File: src/hdl/fppa_pkg.sv
// ----------------------------------------------------------------------------
// fppa_pkg: shared types for the fenced page pool allocator
// Holds the item kind codes, result codes, the stored page entry and the
// command and status bundles that join the controller to the datapath.
// ----------------------------------------------------------------------------
package fppa_pkg;

    // Item kinds as they arrive on the input word.
    typedef enum logic [1:0] {
        KIND_ALLOC   = 2'd0,
        KIND_FREE    = 2'd1,
        KIND_RECYCLE = 2'd2,
        KIND_NONE    = 2'd3
    } kind_t;

    // Status codes of a result word.
    localparam logic [1:0] ST_OK      = 2'd0;
    localparam logic [1:0] ST_EXHAUST = 2'd1;
    localparam logic [1:0] ST_FULL    = 2'd2;

    // Largest page count one allocate word may request.
    localparam logic [6:0] MAX_ALLOC = 7'd64;

    // Saturation value of the recycled page counter.
    localparam logic [11:0] MOVED_MAX = 12'hFFF;

    // Output field widths.
    localparam int PAGE_W   = 11;
    localparam int HEAP_W   = 4;
    localparam int OFFSET_W = 7;

    // Which result word the datapath builds.
    typedef enum logic [2:0] {
        RES_ZERO,
        RES_PAGE,
        RES_EXHAUST,
        RES_FULL,
        RES_RECYCLE
    } res_sel_t;

    // One page as kept in the free and pending queues, already split into
    // its heap number and offset as they appear on the output.
    typedef struct packed {
        logic [PAGE_W-1:0]   page;
        logic [HEAP_W-1:0]   heap;
        logic [OFFSET_W-1:0] offset;
    } page_entry_t;

    // Commands from the controller to the datapath.
    typedef struct packed {
        logic     latch_in;
        logic     chunk_push;
        logic     alloc_pop;
        logic     free_commit;
        logic     batch_rd;
        logic     batch_load;
        logic     pend_rd;
        logic     recycle_push;
        logic     batch_pop;
        logic     moved_clr;
        logic     emit;
        logic     emit_last;
        res_sel_t emit_sel;
    } dp_cmd_t;

    // Status from the datapath to the controller.
    typedef struct packed {
        kind_t kind;
        logic  count_zero;
        logic  last_in;
        logic  alloc_final;
        logic  free_empty;
        logic  pool_exhausted;
        logic  chunk_last;
        logic  pend_full;
        logic  pend_empty;
        logic  batch_full;
        logic  batch_empty;
        logic  fence_ok;
        logic  remain_zero;
        logic  out_free;
    } dp_status_t;

endpackage

File: src/hdl/fppa_ctrl.sv
// ----------------------------------------------------------------------------
// fppa_ctrl: sequencing controller of the page pool allocator
// Decodes each input word and steps the datapath through allocation, chunk
// refill, deferred free and fence-gated recycling, one page per step.
// ----------------------------------------------------------------------------
module fppa_ctrl (
    input  logic                clk,
    input  logic                rst_n,
    input  logic                in_valid,
    output logic                in_stall,
    input  fppa_pkg::dp_status_t status,
    output fppa_pkg::dp_cmd_t    cmd
);
    import fppa_pkg::*;

    typedef enum logic [3:0] {
        S_IDLE,
        S_DECODE,
        S_A_CHECK,
        S_A_CHUNK,
        S_A_READ,
        S_A_EMIT,
        S_F_MUL,
        S_F_COMMIT,
        S_R_CHECK,
        S_R_TEST,
        S_R_PRD,
        S_R_PWR,
        S_R_NEXT,
        S_EMIT_ONE
    } state_t;

    state_t   state_reg, state_next;
    res_sel_t res_sel_reg, res_sel_next;

    // State and the selected single result.
    always_ff @(posedge clk or negedge rst_n)
    begin
        if (!rst_n)
        begin
            state_reg   <= S_IDLE;
            res_sel_reg <= RES_ZERO;
        end
        else
        begin
            state_reg   <= state_next;
            res_sel_reg <= res_sel_next;
        end
    end

    // A new word is taken only when the previous one is fully handled.
    assign in_stall = (state_reg != S_IDLE);

    // Next state and commands.
    always_comb
    begin
        state_next   = state_reg;
        res_sel_next = res_sel_reg;
        cmd          = '0;
        cmd.emit_sel = RES_ZERO;
        unique case (state_reg)
            S_IDLE:
            begin
                if (in_valid)
                begin
                    cmd.latch_in = 1'b1;
                    state_next   = S_DECODE;
                end
            end
            S_DECODE:
            begin
                unique case (status.kind)
                    KIND_ALLOC:
                    begin
                        if (status.count_zero)
                        begin
                            res_sel_next = RES_ZERO;
                            state_next   = S_EMIT_ONE;
                        end
                        else
                        begin
                            state_next = S_A_CHECK;
                        end
                    end
                    KIND_FREE:
                    begin
                        if (status.pend_full || (status.last_in && status.batch_full))
                        begin
                            res_sel_next = RES_FULL;
                            state_next   = S_EMIT_ONE;
                        end
                        else
                        begin
                            state_next = S_F_MUL;
                        end
                    end
                    KIND_RECYCLE:
                    begin
                        cmd.moved_clr = 1'b1;
                        state_next    = S_R_CHECK;
                    end
                    KIND_NONE:
                    begin
                        res_sel_next = RES_ZERO;
                        state_next   = S_EMIT_ONE;
                    end
                endcase
            end
            S_A_CHECK:
            begin
                if (status.free_empty)
                begin
                    if (status.pool_exhausted)
                    begin
                        res_sel_next = RES_EXHAUST;
                        state_next   = S_EMIT_ONE;
                    end
                    else
                    begin
                        state_next = S_A_CHUNK;
                    end
                end
                else
                begin
                    state_next = S_A_READ;
                end
            end
            S_A_CHUNK:
            begin
                cmd.chunk_push = 1'b1;
                if (status.chunk_last)
                begin
                    state_next = S_A_READ;
                end
            end
            S_A_READ:
            begin
                cmd.alloc_pop = 1'b1;
                state_next    = S_A_EMIT;
            end
            S_A_EMIT:
            begin
                if (status.out_free)
                begin
                    cmd.emit      = 1'b1;
                    cmd.emit_sel  = RES_PAGE;
                    cmd.emit_last = status.alloc_final;
                    state_next    = status.alloc_final ? S_IDLE : S_A_CHECK;
                end
            end
            S_F_MUL:
            begin
                state_next = S_F_COMMIT;
            end
            S_F_COMMIT:
            begin
                cmd.free_commit = 1'b1;
                res_sel_next    = RES_ZERO;
                state_next      = S_EMIT_ONE;
            end
            S_R_CHECK:
            begin
                if (status.batch_empty)
                begin
                    res_sel_next = RES_RECYCLE;
                    state_next   = S_EMIT_ONE;
                end
                else
                begin
                    cmd.batch_rd = 1'b1;
                    state_next   = S_R_TEST;
                end
            end
            S_R_TEST:
            begin
                if (status.fence_ok)
                begin
                    cmd.batch_load = 1'b1;
                    state_next     = S_R_PRD;
                end
                else
                begin
                    res_sel_next = RES_RECYCLE;
                    state_next   = S_EMIT_ONE;
                end
            end
            S_R_PRD:
            begin
                if (status.remain_zero || status.pend_empty)
                begin
                    state_next = S_R_NEXT;
                end
                else
                begin
                    cmd.pend_rd = 1'b1;
                    state_next  = S_R_PWR;
                end
            end
            S_R_PWR:
            begin
                cmd.recycle_push = 1'b1;
                state_next       = S_R_PRD;
            end
            S_R_NEXT:
            begin
                cmd.batch_pop = 1'b1;
                state_next    = S_R_CHECK;
            end
            S_EMIT_ONE:
            begin
                if (status.out_free)
                begin
                    cmd.emit      = 1'b1;
                    cmd.emit_sel  = res_sel_reg;
                    cmd.emit_last = 1'b1;
                    state_next    = S_IDLE;
                end
            end
            default:
            begin
                state_next = S_IDLE;
            end
        endcase
    end

endmodule

File: config.mk
export PLATFORM = sky130hd
export DESIGN_NAME = fppa_ctrl
export DESIGN_NICKNAME = d
export VERILOG_FILES = /design/src/hdl/fppa_pkg.sv /design/src/hdl/fppa_ctrl.sv
export SDC_FILE = /design/constraint.sdc
export NUM_CORES = 1
export LEC_CHECK = 0
export BUFFER_PORTS_ARGS = -buffer_cell sky130_fd_sc_hd__buf_2
export CORE_UTILIZATION = 51
export DETAILED_ROUTE_END_ITERATION = 16
export PLACE_DENSITY = 0.84
export SKIP_LAST_GASP = 1
export SYNTH_ARGS = -nofsm -noshare
export SYNTH_HDL_FRONTEND = slang
export SYNTH_SLANG_ARGS = --single-unit
File: constraint.sdc
create_clock -name clk -period 3.4 [get_ports clk]
set_input_delay 0.68 -clock clk [delete_from_list [all_inputs] [get_ports clk]]
set_output_delay 0.68 -clock clk [all_outputs]
set_load 0.05 [all_outputs]
# After elaboration in Yosys (flattened, before gate mapping)
# Cells that the tools add are included.
# W data, S select, Z words.
dict set report totals {
  wordCells 78
  out_inout_bits 16
  inputBits 18
  regBits 7
}
dict set report op_classes {
  n_mux 40
  eq_ne 27
  n_reduce_logical 9
}
# op n
set op_table {}
lappend op_table {{$pmux W4 S14} 1}
lappend op_table {{$mux W4} 8}
lappend op_table {{$mux W3} 9}
lappend op_table {{$eq A4 B4 Y1 const B} 6}
lappend op_table {{$eq A4 B3 Y1 const B} 4}
lappend op_table {{$ne A2 B2 Y1 const B} 8}
lappend op_table {{$pmux W4 S4} 1}
lappend op_table {{$mux W1} 15}
lappend op_table {{$pmux W3 S5} 1}
lappend op_table {{$mux W5} 2}
lappend op_table {{$pmux W5 S2} 1}
lappend op_table {{$pmux W3 S3} 1}
lappend op_table {{$eq A4 B2 Y1 const B} 2}
lappend op_table {{$reduce_and A8 Y1} 1}
lappend op_table {{$ne A3 B3 Y1 const B} 2}
lappend op_table {{$reduce_bool A5 Y1} 1}
lappend op_table {{$eq A2 B2 Y1 const B} 2}
lappend op_table {{$eq A4 B1 Y1 const B} 1}
lappend op_table {{$logic_not A4 Y1} 1}
lappend op_table {{$ne A4 B1 Y1 const B} 1}
lappend op_table {{$reduce_and A4 Y1} 1}
lappend op_table {{$reduce_bool A4 Y1} 1}
lappend op_table {{$eq A2 B1 Y1 const B} 1}
lappend op_table {{$logic_not A2 Y1} 1}
lappend op_table {{other kinds (3)} 4}

# Logic depth before layout (Yosys ltp)
# Gate-level depths: netlist of the first run.
dict set report logic_depth {
  ltp_word 5
  ltp_mapped 7
  depth_no_buf 5
}

# Worst setup path after synthesis of the first run
# No wires, ideal clock.
dict set report synth_path {
  kind {in2out}
  startpoint {in status[5] (netlist bit)}
  endpoint {out cmd[8] (netlist bit)}
  setup_slack_ps 676
  required_ps 2720
  stages 2
  arrival_ps 2044
  path_buffers 0
  cell_sequence {or2_2 -> nor3_1}
}
# element line
set synth_lines {}
lappend synth_lines {{start, declared} fppa_ctrl.sv:11} ;# input fppa_pkg::dp_status_t status,
lappend synth_lines {{end, declared} fppa_ctrl.sv:12} ;# output fppa_pkg::dp_cmd_t cmd

==> impl_metrics.xml, run 1 <==
<?xml version="1.0" encoding="UTF-8"?>
<metrics>
  <group name="critical_path">
    <metric name="worst_path_buffer_plus_inverter_count" unit="">1</metric>
    <metric name="timing_worst_setup_path_type" unit="">reg -&gt; out</metric>
    <metric name="path_max_fanout" unit="">21</metric>
    <metric name="path_depth" unit="">3</metric>
    <metric name="cpLargestDelayFamily" unit="">simple AND/OR/NAND/NOR gates</metric>
    <metric name="rr_startpoint" unit="">state_reg[0]</metric>
    <metric name="worstSetupEndpoint" unit="">cmd[5]</metric>
    <metric name="reg2reg_capture_point" unit="">res_sel_reg[0]</metric>
    <metric name="timing.critical_path.required" unit="ps">2720</metric>
    <metric name="cpMaxStageDelayCell" unit="">sky130_fd_sc_hd__dfrtp_1</metric>
    <metric name="startpoint" unit="">state_reg[0]</metric>
    <metric name="critPathArrivalTime" unit="ps">2070</metric>
    <metric name="cells_on_worst_reg2reg_path" unit="">5</metric>
    <metric name="reg2reg_setup_slack" unit="ps">1220</metric>
    <metric name="timing.critical_path.cells" unit="">or4b_4, nor3b_4, buf_2</metric>
    <metric name="crit_path_start_kind" unit="">flip-flop</metric>
    <metric name="crit_path_end_kind" unit="">output pin</metric>
    <metric name="timing.critical_path.slowest_cell_delay" unit="ps">720</metric>
  </group>
  <group name="placed_design">
    <metric name="io_buffer_count" unit="">33</metric>
    <metric name="dpl.hpwl" unit="um">1750</metric>
    <metric name="dp_cells" unit="">154</metric>
    <metric name="place_congestion" unit="">0.947</metric>
  </group>
  <group name="clock_tree">
    <metric name="clkLatencyLatePin" unit="ps">250</metric>
    <metric name="clock-root-buffer" unit="">sky130_fd_sc_hd__clkbuf_4</metric>
    <metric name="hold_fix_buffers_at_cts" unit="">0</metric>
    <metric name="ctsResizeCount" unit="">0</metric>
    <metric name="clock_tree.htree_level_count" unit="">1</metric>
    <metric name="tritoncts.num_buffers" unit="">3</metric>
    <metric name="cts_max_path_buffers" unit="">2</metric>
    <metric name="tritoncts_clock_tree" unit="">yes</metric>
    <metric name="post_cts_buffers" unit="">0</metric>
    <metric name="clk_pin_slew" unit="ps">50</metric>
    <metric name="cts_num_sinks" unit="">7</metric>
  </group>
  <group name="global_route">
    <metric name="grt_max_degree" unit="">22</metric>
    <metric name="sum_of_overflow_across_all_layers_after_global_routing" unit="">0</metric>
    <metric name="number_of_antenna_violations_at_the_first_check_in_global_routing" unit="">0</metric>
    <metric name="via_count_of_the_first_global_routing_pass" unit="">852</metric>
    <metric name="grt_usage" unit="%">27.4</metric>
    <metric name="wire_length_of_the_first_global_routing_pass" unit="um">3860</metric>
  </group>
  <group name="yosys">
    <metric name="syn_inst" unit="">112</metric>
    <metric name="warnings_from_yosys" unit="">0</metric>
    <metric name="synth_top_area_share" unit="%">20.9</metric>
    <metric name="ys_types" unit="">42</metric>
    <metric name="synth-main-ff-cell" unit="">sky130_fd_sc_hd__dfrtp_1</metric>
    <metric name="yosys_register_bits" unit="">7</metric>
    <metric name="post-synth-top-area-cell" unit="">sky130_fd_sc_hd__dfrtp_1</metric>
    <metric name="ys_seq_area_share" unit="%">20.9</metric>
    <metric name="mappedNetlistNets" unit="">130</metric>
    <metric name="asyncSetResetFlopFracSynth" unit="%">100</metric>
    <metric name="synthTopCellsByArea" unit="">sky130_fd_sc_hd__dfrtp_1, sky130_fd_sc_hd__nand2_1, sky130_fd_sc_hd__nor2_1, sky130_fd_sc_hd__a21oi_1, sky130_fd_sc_hd__o21ai_0</metric>
    <metric name="synth_area" unit="um2">837</metric>
    <metric name="synth_edf_count" unit="">0</metric>
    <metric name="syn-mean-instance-area" unit="um2">7.47</metric>
  </group>
  <group name="floorplan">
    <metric name="core" unit="um2">1520</metric>
    <metric name="boundaryPins" unit="">34</metric>
    <metric name="fp.dieArea" unit="um2">1810</metric>
    <metric name="start_util" unit="%">54.9</metric>
    <metric name="number_of_core_rows" unit="">14</metric>
    <metric name="die_ht" unit="um">42.5</metric>
    <metric name="die_w" unit="um">42.5</metric>
  </group>
  <group name="power_and_ir_drop">
    <metric name="clock_power_share" unit="%">8.2</metric>
    <metric name="irDropWorstVdd" unit="mV">0.486</metric>
    <metric name="net_switching_power_figure" unit="mW">0.530</metric>
    <metric name="totalPowerFinal" unit="mW">0.925</metric>
    <metric name="power.combinational.fraction" unit="%">66.5</metric>
    <metric name="internal_power" unit="mW">0.395</metric>
    <metric name="power_density" unit="nW/um2">918</metric>
    <metric name="power_leakage" unit="nW">0.478</metric>
    <metric name="netSwitchingFraction" unit="%">57.3</metric>
    <metric name="p_seq_share" unit="%">25.4</metric>
  </group>
  <group name="route">
    <metric name="met1Wirelength" unit="um">1010</metric>
    <metric name="initialDrtViolationCount" unit="">50</metric>
    <metric name="viasPerCell" unit="">6.30</metric>
    <metric name="vias" unit="">995</metric>
    <metric name="detailroute.wirelength.met2" unit="um">1080</metric>
    <metric name="dr.max_layer_used" unit="">met4</metric>
    <metric name="detail_route.wl_per_cell" unit="um">14.8</metric>
    <metric name="drt_first_pass_iters" unit="">4</metric>
    <metric name="route.met3.wl" unit="um">227</metric>
    <metric name="drt_wl_total" unit="um">2340</metric>
    <metric name="drcViolationCount" unit="">0</metric>
    <metric name="ant_nets" unit="">0</metric>
  </group>
  <group name="sta">
    <metric name="grt_setup_unrepaired" unit="">no</metric>
    <metric name="timing_hold_violations_final" unit="">0</metric>
    <metric name="final_period_minus_worst_setup_slack" unit="ps">2750</metric>
    <metric name="worst-slew-pin-transition" unit="ps">598</metric>
    <metric name="relSlewSlack" unit="%">60.1</metric>
    <metric name="final.period_utilization" unit="%">80.9</metric>
    <metric name="worst_hold_slack" unit="ps">255</metric>
    <metric name="setup-violations-final" unit="">0</metric>
    <metric name="drv_slew" unit="">0</metric>
    <metric name="maximum_achievable_frequency" unit="MHz">364</metric>
    <metric name="fin_tns_setup" unit="ps">0</metric>
    <metric name="finClkSkew" unit="ps">2.48</metric>
  </group>
  <group name="outcome">
    <metric name="run_status" unit="">complete, no violations</metric>
  </group>
  <group name="min_path">
    <metric name="holdCritPathClass" unit="">in -&gt; async</metric>
  </group>
  <group name="finish">
    <metric name="finalNetCount" unit="">161</metric>
    <metric name="finish.utilization" unit="%">66.1</metric>
    <metric name="drive_above_1_share" unit="%">32.4</metric>
    <metric name="diodes" unit="">0</metric>
    <metric name="final_cell_mix" unit="">sky130_fd_sc_hd__buf_2, sky130_fd_sc_hd__nand2_1, sky130_fd_sc_hd__nor2_1</metric>
    <metric name="layout.cells.most_common" unit="">sky130_fd_sc_hd__buf_2</metric>
    <metric name="largest_register_ff_count" unit="">4</metric>
    <metric name="fin_cells" unit="">158</metric>
    <metric name="flow.area_growth_from_synthesis" unit="%">20.3</metric>
  </group>
  <group name="job">
    <metric name="cap_violations" unit="">0</metric>
  </group>
</metrics>
[synth_stat cells (4+ instances only)]
cell type                   n
sky130_fd_sc_hd__o21ai_0    7
sky130_fd_sc_hd__nand2b_1   4
sky130_fd_sc_hd__nor2_1    10
sky130_fd_sc_hd__a21oi_1    7
sky130_fd_sc_hd__dfrtp_1    7
sky130_fd_sc_hd__nand2_1   11
sky130_fd_sc_hd__clkbuf_1   5
sky130_fd_sc_hd__inv_1      5
sky130_fd_sc_hd__nor3_1     6
[routing by layer]
metal / track usage (%) / vias to the layer above
met5: 0 / -
met4: 4.38 / 0
met3: 5.60 / 6
met2: 42.5 / 68
met1: 39.7 / 452
li1: - / 469
[stage by stage]
stage | cell area (um2) | worst slack [ps]
after floorplan | 837 | 676
after global placement | 981 | 975
after detailed placement | 981 | 951
after CTS | 1010 | 655
after global routing | 1010 | 539
final | 1010 | 649
[worst min path at each step]
stage	from	endpoint	slack (ps)	depth (start not counted)
floorplan	rst_n	res_sel_reg[0]	380	0
global placement	res_sel_reg[1]	res_sel_reg[1]	470	1
detailed placement	res_sel_reg[1]	res_sel_reg[1]	480	1
CTS	rst_n	res_sel_reg[2]	260	1
global route	rst_n	res_sel_reg[1]	260	1
finish	rst_n	res_sel_reg[2]	260	1
[power by group through the flow]
stage / Clock [mW] / Combinational [mW] / Sequential (mW)
floorplan: 0 / 0.580 / 0.142
global placement: 0 / 0.598 / 0.227
detailed placement: 0 / 0.603 / 0.231
CTS: 0.0771 / 0.608 / 0.230
global route: 0.0847 / 0.662 / 0.243
finish: 0.0755 / 0.615 / 0.235
[cells by family (layout without fill, tap and decap cells)]
logic type	Yosys count	in the layout	share of synthesized area (%)
and+or+nand+nor	50	50	32.4
buffers and inverters	13	43	7.62
xor gates and xnor gates	1	1	1.05
muxes	3	3	4.04
DFF	7	7	20.9
AOI/OAI and AO/OA	38	38	33.9
[final cells by class]
class	count	area, um2
Timing Repair Buffer	33	165
Clock buffer	4	26.3
Fill cell	141	517
Sequential cell	7	175
Tap cell	16	20.0
Inverter	6	22.5
Multi-Input combinational cell	92	598
No activity file was read; power rests on OpenSTA's default activity.
==> inputs of run 2 (changes only) <==
--- a/config.mk
+++ b/config.mk
@@ -5,10 +5,11 @@
 export SDC_FILE = /design/constraint.sdc
 export NUM_CORES = 1
 export LEC_CHECK = 0
+export ABC_AREA = 1
 export BUFFER_PORTS_ARGS = -buffer_cell sky130_fd_sc_hd__buf_2
-export CORE_UTILIZATION = 51
+export CORE_UTILIZATION = 43
 export DETAILED_ROUTE_END_ITERATION = 16
-export PLACE_DENSITY = 0.84
+export PLACE_DENSITY = 0.75
 export SKIP_LAST_GASP = 1
 export SYNTH_ARGS = -nofsm -noshare
 export SYNTH_HDL_FRONTEND = slang
==> constraint.sdc (replaced) <==
create_clock -name clk -period 2.3 [get_ports clk]
set_input_delay 0.46 -clock clk [delete_from_list [all_inputs] [get_ports clk]]
set_output_delay 0.46 -clock clk [all_outputs]
set_load 0.05 [all_outputs]
==> impl_metrics.xml, run 2 <==
<?xml version="1.0" encoding="UTF-8"?>
<metrics>
  <group name="outcome">
    <metric name="run_status" unit="">complete, no violations</metric>
  </group>
  <group name="yosys">
    <metric name="yosys_register_bits" unit="">7</metric>
    <metric name="synth-main-ff-cell" unit="">sky130_fd_sc_hd__dfrtp_1</metric>
    <metric name="synthTopCellsByArea" unit="">sky130_fd_sc_hd__dfrtp_1, sky130_fd_sc_hd__nand2_1, sky130_fd_sc_hd__nor2_1, sky130_fd_sc_hd__inv_1, sky130_fd_sc_hd__nand3_1</metric>
    <metric name="syn-mean-instance-area" unit="um2">5.46</metric>
    <metric name="ys_seq_area_share" unit="%">21.1</metric>
    <metric name="synth_area" unit="um2">830</metric>
    <metric name="synth_top_area_share" unit="%">21.1</metric>
    <metric name="mappedNetlistNets" unit="">170</metric>
    <metric name="ys_top_cells_by_count" unit="">sky130_fd_sc_hd__nand2_1, sky130_fd_sc_hd__nor2_1, sky130_fd_sc_hd__inv_1</metric>
    <metric name="ys_types" unit="">22</metric>
    <metric name="synth_edf_count" unit="">0</metric>
    <metric name="yosys.cell_count.top_type" unit="">sky130_fd_sc_hd__nand2_1</metric>
    <metric name="asyncSetResetFlopFracSynth" unit="%">100</metric>
    <metric name="post-synth-top-area-cell" unit="">sky130_fd_sc_hd__dfrtp_1</metric>
    <metric name="warnings_from_yosys" unit="">0</metric>
    <metric name="syn_inst" unit="">152</metric>
  </group>
  <group name="power_and_ir_drop">
    <metric name="power_leakage" unit="nW">0.662</metric>
    <metric name="totalPowerFinal" unit="mW">1.21</metric>
    <metric name="power_density" unit="nW/um2">1140</metric>
    <metric name="irDropWorstVdd" unit="mV">0.538</metric>
  </group>
  <group name="critical_path">
    <metric name="reg2reg_capture_point" unit="">res_sel_reg[0]</metric>
    <metric name="crit_path_start_kind" unit="">flip-flop</metric>
    <metric name="path_max_fanout" unit="">5</metric>
    <metric name="timing.critical_path.required" unit="ps">1840</metric>
    <metric name="cp_common_cell" unit="">sky130_fd_sc_hd__nor2_2</metric>
    <metric name="timing.critical_path.slowest_cell_delay" unit="ps">440</metric>
    <metric name="worst_path_buffer_plus_inverter_count" unit="">3</metric>
    <metric name="critPathArrivalTime" unit="ps">1530</metric>
    <metric name="crit_path_end_kind" unit="">output pin</metric>
    <metric name="timing.critical_path.cells" unit="">inv_2, nor2_4, nand2_1, nor2_2, inv_1, nor2_2, buf_2</metric>
    <metric name="timing_worst_setup_path_type" unit="">reg -&gt; out</metric>
    <metric name="reg2reg_setup_slack" unit="ps">850</metric>
    <metric name="rr_startpoint" unit="">state_reg[2]</metric>
    <metric name="cpMaxStageDelayCell" unit="">sky130_fd_sc_hd__dfrtp_1</metric>
    <metric name="cells_on_worst_reg2reg_path" unit="">8</metric>
    <metric name="cpLargestDelayFamily" unit="">flip-flops</metric>
  </group>
  <group name="finish">
    <metric name="final_design_area_no_fill" unit="um2">1060</metric>
    <metric name="fin_cells" unit="">214</metric>
    <metric name="largest_register_ff_count" unit="">4</metric>
    <metric name="finalNetCount" unit="">208</metric>
    <metric name="multiInputGateArea" unit="um2">553</metric>
    <metric name="filler_cell_count" unit="">187</metric>
    <metric name="diodes" unit="">0</metric>
    <metric name="layout.cells.most_common" unit="">sky130_fd_sc_hd__nand2_1</metric>
    <metric name="regArea" unit="um2">175</metric>
    <metric name="final_cell_mix" unit="">sky130_fd_sc_hd__nand2_1, sky130_fd_sc_hd__buf_2, sky130_fd_sc_hd__nor2_1</metric>
    <metric name="finish.utilization" unit="%">60.1</metric>
    <metric name="drive_above_1_share" unit="%">31.7</metric>
    <metric name="flow.area_growth_from_synthesis" unit="%">27.8</metric>
  </group>
  <group name="floorplan">
    <metric name="boundaryPins" unit="">34</metric>
    <metric name="die_ht" unit="um">45.9</metric>
    <metric name="die_w" unit="um">45.9</metric>
    <metric name="number_of_core_rows" unit="">15</metric>
    <metric name="fp.dieArea" unit="um2">2110</metric>
    <metric name="core" unit="um2">1760</metric>
    <metric name="start_util" unit="%">47.0</metric>
  </group>
  <group name="placed_design">
    <metric name="place_congestion" unit="">0.895</metric>
    <metric name="dp_cells" unit="">210</metric>
    <metric name="io_buffer_count" unit="">33</metric>
    <metric name="dpl.hpwl" unit="um">1850</metric>
    <metric name="postPlaceCellArea" unit="um2">1030</metric>
    <metric name="pre_cts_slack" unit="ps">557</metric>
  </group>
  <group name="route">
    <metric name="initialDrtViolationCount" unit="">26</metric>
    <metric name="viasPerCell" unit="">4.75</metric>
    <metric name="detail_route.wl_per_cell" unit="um">10.0</metric>
    <metric name="drt_first_pass_iters" unit="">4</metric>
    <metric name="dr.max_layer_used" unit="">met3</metric>
    <metric name="ant_nets" unit="">0</metric>
    <metric name="vias" unit="">1016</metric>
    <metric name="drt_wl_total" unit="um">2150</metric>
    <metric name="detailroute.wirelength.met2" unit="um">1070</metric>
    <metric name="route.met3.wl" unit="um">92</metric>
    <metric name="drcViolationCount" unit="">0</metric>
    <metric name="met1Wirelength" unit="um">981</metric>
  </group>
  <group name="sta">
    <metric name="finalWorstSetupSlack" unit="ps">313</metric>
    <metric name="drv_slew" unit="">0</metric>
    <metric name="fin_tns_setup" unit="ps">0</metric>
    <metric name="timing_hold_violations_final" unit="">0</metric>
    <metric name="worst-slew-pin-transition" unit="ps">276</metric>
    <metric name="worst_hold_slack" unit="ps">37.3</metric>
    <metric name="setup-violations-final" unit="">0</metric>
    <metric name="finClkSkew" unit="ps">3.36</metric>
    <metric name="final_period_minus_worst_setup_slack" unit="ps">1990</metric>
    <metric name="relSlewSlack" unit="%">81.6</metric>
    <metric name="final.period_utilization" unit="%">86.4</metric>
    <metric name="grt_setup_unrepaired" unit="">no</metric>
    <metric name="maximum_achievable_frequency" unit="MHz">503</metric>
  </group>
  <group name="global_route">
    <metric name="grt_max_degree" unit="">10</metric>
    <metric name="number_of_antenna_violations_at_the_first_check_in_global_routing" unit="">0</metric>
    <metric name="wire_length_of_the_first_global_routing_pass" unit="um">3540</metric>
    <metric name="grt_usage" unit="%">23.5</metric>
    <metric name="via_count_of_the_first_global_routing_pass" unit="">864</metric>
    <metric name="sum_of_overflow_across_all_layers_after_global_routing" unit="">0</metric>
  </group>
  <group name="clock_tree">
    <metric name="clkLatencyLatePin" unit="ps">240</metric>
    <metric name="cts_max_path_buffers" unit="">2</metric>
    <metric name="clock_tree.htree_level_count" unit="">1</metric>
    <metric name="hold_fix_buffers_at_cts" unit="">0</metric>
    <metric name="cts_num_sinks" unit="">7</metric>
    <metric name="tritoncts_clock_tree" unit="">yes</metric>
    <metric name="ctsResizeCount" unit="">0</metric>
    <metric name="clock-root-buffer" unit="">sky130_fd_sc_hd__clkbuf_4</metric>
    <metric name="post_cts_buffers" unit="">0</metric>
    <metric name="tritoncts.num_buffers" unit="">3</metric>
    <metric name="clk_pin_slew" unit="ps">50</metric>
  </group>
  <group name="job">
    <metric name="cap_violations" unit="">0</metric>
  </group>
  <group name="min_path">
    <metric name="holdCritPathClass" unit="">in -&gt; async</metric>
  </group>
</metrics>
run 2: how the worst max path moves through the flow:
| stage | start | to | slack [ps] | cells past startpoint |
|---|---|---|---|---|
| 6_report | state_reg[0] | cmd[0] | 310 | 7 |
| 5_1_grt | state_reg[0] | cmd[0] | 190 | 7 |
| 4_1_cts | state_reg[0] | cmd[3] | 310 | 7 |
| 3_5_place_dp | status[5] | cmd[8] | 560 | 4 |
| 3_3_place_gp | status[5] | cmd[8] | 580 | 4 |
| 2_1_floorplan | state_reg[2] | cmd[14] | 70 | 3 |
run 2: cell families after synthesis:
group                  synth area share (%)
flip-flops                             21.1
buffers and inverters                  13.1
AO/OA/AOI/OAI                          7.54
AND/OR/NAND/NOR                        58.2
run 2: metal layers:
layer  GRT usage (%)  up-vias
met2            42.0       30
li1                -      539
met4            3.53        0
met3            4.76        0
met5               0        -
met1            29.3      447
run 2: cell type report:
cell class,instances,share of cell area (%)
multi-input combinational,116,52.2
sequential,7,16.5
timing repair buffer,33,15.6
inverter,29,10.3
tap,25,2.95
clock buffer,4,2.48
run 2: worst register-to-register path, delay by kind of cell (launching register included):
family,cells,cell delay (ps)
and+or+nand+nor,7,770
DFF,1,460
buffers and inverters,1,90
run 2: where the power goes:
group	switching, mW	internal, mW	total, mW
registers	0.0710	0.176	0.247
logic	0.608	0.247	0.855
clock network	0.0398	0.0659	0.106
==> inputs of run 3 (changes only) <==
--- a/config.mk
+++ b/config.mk
@@ -10,6 +10,7 @@
 export CORE_UTILIZATION = 43
 export DETAILED_ROUTE_END_ITERATION = 16
 export PLACE_DENSITY = 0.75
+export RECOVER_POWER = 25
 export SKIP_LAST_GASP = 1
 export SYNTH_ARGS = -nofsm -noshare
 export SYNTH_HDL_FRONTEND = slang
==> impl_metrics.xml, run 3 (synthesis results as in run 2) <==
<?xml version="1.0" encoding="UTF-8"?>
<metrics>
  <group name="min_path">
    <metric name="holdCritPathClass" unit="">in -&gt; async</metric>
  </group>
  <group name="outcome">
    <metric name="run_status" unit="">complete, no violations</metric>
  </group>
  <group name="global_route">
    <metric name="grt.met3_usage" unit="%">4.76</metric>
    <metric name="number_of_antenna_violations_at_the_first_check_in_global_routing" unit="">0</metric>
    <metric name="via_count_of_the_first_global_routing_pass" unit="">864</metric>
    <metric name="use_met1" unit="%">29.3</metric>
    <metric name="grt_usage" unit="%">23.5</metric>
    <metric name="wire_length_of_the_first_global_routing_pass" unit="um">3540</metric>
    <metric name="use_met2" unit="%">42.0</metric>
    <metric name="grt_max_degree" unit="">10</metric>
    <metric name="grt_most_used_layer" unit="">met2</metric>
    <metric name="sum_of_overflow_across_all_layers_after_global_routing" unit="">0</metric>
  </group>
  <group name="critical_path">
    <metric name="timing.critical_path.required" unit="ps">1840</metric>
    <metric name="timing.critical_path.slowest_cell_delay" unit="ps">440</metric>
    <metric name="reg2reg_setup_slack" unit="ps">850</metric>
    <metric name="crit_path_start_kind" unit="">flip-flop</metric>
    <metric name="cpMaxStageDelayCell" unit="">sky130_fd_sc_hd__dfrtp_1</metric>
    <metric name="critPathArrivalTime" unit="ps">1530</metric>
    <metric name="path_max_fanout" unit="">5</metric>
    <metric name="timing.critical_path.cells" unit="">inv_2, nor2_4, nand2_1, nor2_2, inv_1, nor2_2, buf_2</metric>
    <metric name="cp_common_cell" unit="">sky130_fd_sc_hd__nor2_2</metric>
    <metric name="cells_on_worst_reg2reg_path" unit="">8</metric>
    <metric name="crit_path_end_kind" unit="">output pin</metric>
    <metric name="timing_worst_setup_path_type" unit="">reg -&gt; out</metric>
  </group>
  <group name="power_and_ir_drop">
    <metric name="power_leakage" unit="nW">0.659</metric>
    <metric name="power_density" unit="nW/um2">1140</metric>
    <metric name="irDropWorstVdd" unit="mV">0.538</metric>
  </group>
  <group name="sta">
    <metric name="maximum_achievable_frequency" unit="MHz">503</metric>
    <metric name="grt_setup_unrepaired" unit="">no</metric>
    <metric name="drv_slew" unit="">0</metric>
    <metric name="fin_tns_setup" unit="ps">0</metric>
    <metric name="relSlewSlack" unit="%">75.3</metric>
    <metric name="final_period_minus_worst_setup_slack" unit="ps">1990</metric>
    <metric name="setup-violations-final" unit="">0</metric>
    <metric name="timing_hold_violations_final" unit="">0</metric>
    <metric name="finClkSkew" unit="ps">3.36</metric>
    <metric name="worst-slew-pin-transition" unit="ps">370</metric>
    <metric name="final.period_utilization" unit="%">86.4</metric>
  </group>
  <group name="clock_tree">
    <metric name="clkLatencyLatePin" unit="ps">240</metric>
    <metric name="clock-root-buffer" unit="">sky130_fd_sc_hd__clkbuf_4</metric>
    <metric name="cts_max_path_buffers" unit="">2</metric>
    <metric name="clk_pin_slew" unit="ps">50</metric>
    <metric name="cts_num_sinks" unit="">7</metric>
    <metric name="tritoncts.num_buffers" unit="">3</metric>
    <metric name="hold_fix_buffers_at_cts" unit="">0</metric>
    <metric name="tritoncts_clock_tree" unit="">yes</metric>
    <metric name="clock_tree.htree_level_count" unit="">1</metric>
    <metric name="ctsResizeCount" unit="">0</metric>
    <metric name="post_cts_buffers" unit="">0</metric>
  </group>
  <group name="finish">
    <metric name="diodes" unit="">0</metric>
    <metric name="flow.area_growth_from_synthesis" unit="%">27.6</metric>
    <metric name="final_design_area_no_fill" unit="um2">1060</metric>
    <metric name="drive_above_1_share" unit="%">31.2</metric>
    <metric name="finish.utilization" unit="%">60.0</metric>
    <metric name="finalNetCount" unit="">208</metric>
    <metric name="final_cell_mix" unit="">sky130_fd_sc_hd__nand2_1, sky130_fd_sc_hd__buf_2, sky130_fd_sc_hd__nor2_1</metric>
    <metric name="layout.cells.most_common" unit="">sky130_fd_sc_hd__nand2_1</metric>
    <metric name="largest_register_ff_count" unit="">4</metric>
  </group>
  <group name="floorplan">
    <metric name="die_w" unit="um">45.9</metric>
    <metric name="die_ht" unit="um">45.9</metric>
    <metric name="fp.dieArea" unit="um2">2110</metric>
    <metric name="number_of_core_rows" unit="">15</metric>
    <metric name="start_util" unit="%">47.0</metric>
    <metric name="core" unit="um2">1760</metric>
    <metric name="boundaryPins" unit="">34</metric>
  </group>
  <group name="route">
    <metric name="drt_wl_total" unit="um">2150</metric>
    <metric name="initialDrtViolationCount" unit="">26</metric>
    <metric name="ant_nets" unit="">0</metric>
    <metric name="vias" unit="">1018</metric>
    <metric name="drt_first_pass_iters" unit="">4</metric>
    <metric name="drcViolationCount" unit="">0</metric>
    <metric name="viasPerCell" unit="">4.76</metric>
    <metric name="detail_route.wl_per_cell" unit="um">10.0</metric>
  </group>
  <group name="job">
    <metric name="cap_violations" unit="">0</metric>
  </group>
  <group name="placed_design">
    <metric name="dpl.hpwl" unit="um">1850</metric>
    <metric name="io_buffer_count" unit="">33</metric>
    <metric name="postPlaceCellArea" unit="um2">1030</metric>
    <metric name="place_congestion" unit="">0.895</metric>
  </group>
</metrics>
[run 3: cell types whose count changed in the layout (fill, tap and decap cells not counted), sizes merged]
| cell | change |
|---|---|
| buf | -1 |
| clkbuf | +1 |
[run 3: cell type report]
cell class	instances	area (um2)
clock buffer	4	26.3
fill	188	706
inverter	29	109
multi-input combinational	116	553
sequential	7	175
timing repair buffer	33	164
tap	25	31.3
[run 3: path summary, 6_finish.rpt]
path | start | endpoint
hold / removal | rst_n | state_reg[2]
setup / recovery | state_reg[0] | cmd[0]
setup reg to reg | state_reg[2] | res_sel_reg[0]
min in group clk | res_sel_reg[2] | res_sel_reg[2]
max in group asynchronous | rst_n | state_reg[1]
hold reg to reg | res_sel_reg[2] | res_sel_reg[2]
[run 3: per-layer routing]
metal / part of all wire [%] / routed length, um / up-vias
met2: 50 / 1070 / 32
li1: - / - / 539
met5: 0 / 0 / -
met1: 45 / 966 / 447
met4: 0 / 0 / 0
met3: 4.8 / 104 / 0
[run 3: critical path, delay by kind of cell (launching register included)]
family / cells / cell delay, ps
flip-flops: 1 / 440
buffers and inverters: 3 / 420
AND/OR/NAND/NOR: 4 / 420
[run 3: power breakdown]
group	internal [mW]	switching [mW]	leakage [nW]	total [mW]
Clock	0.0659	0.0398	0.0150	0.106
Combinational	0.247	0.607	0.556	0.854
Sequential	0.176	0.0710	0.0880	0.247
Total	0.488	0.718	0.659	1.21
[run 3: metrics by stage]
stage | setup WS (ps) | instances | hold WS (ps) | power (mW)
after floorplan | 68.2 | 152 | 164 | 0.915
after global placement | 579 | 210 | 297 | 1.09
after detailed placement | 557 | 210 | 298 | 1.10
after CTS | 313 | 214 | 33.1 | 1.21
after global routing | 187 | 214 | 117 | 1.33
final | 313 | 214 | 98.7 | 1.21
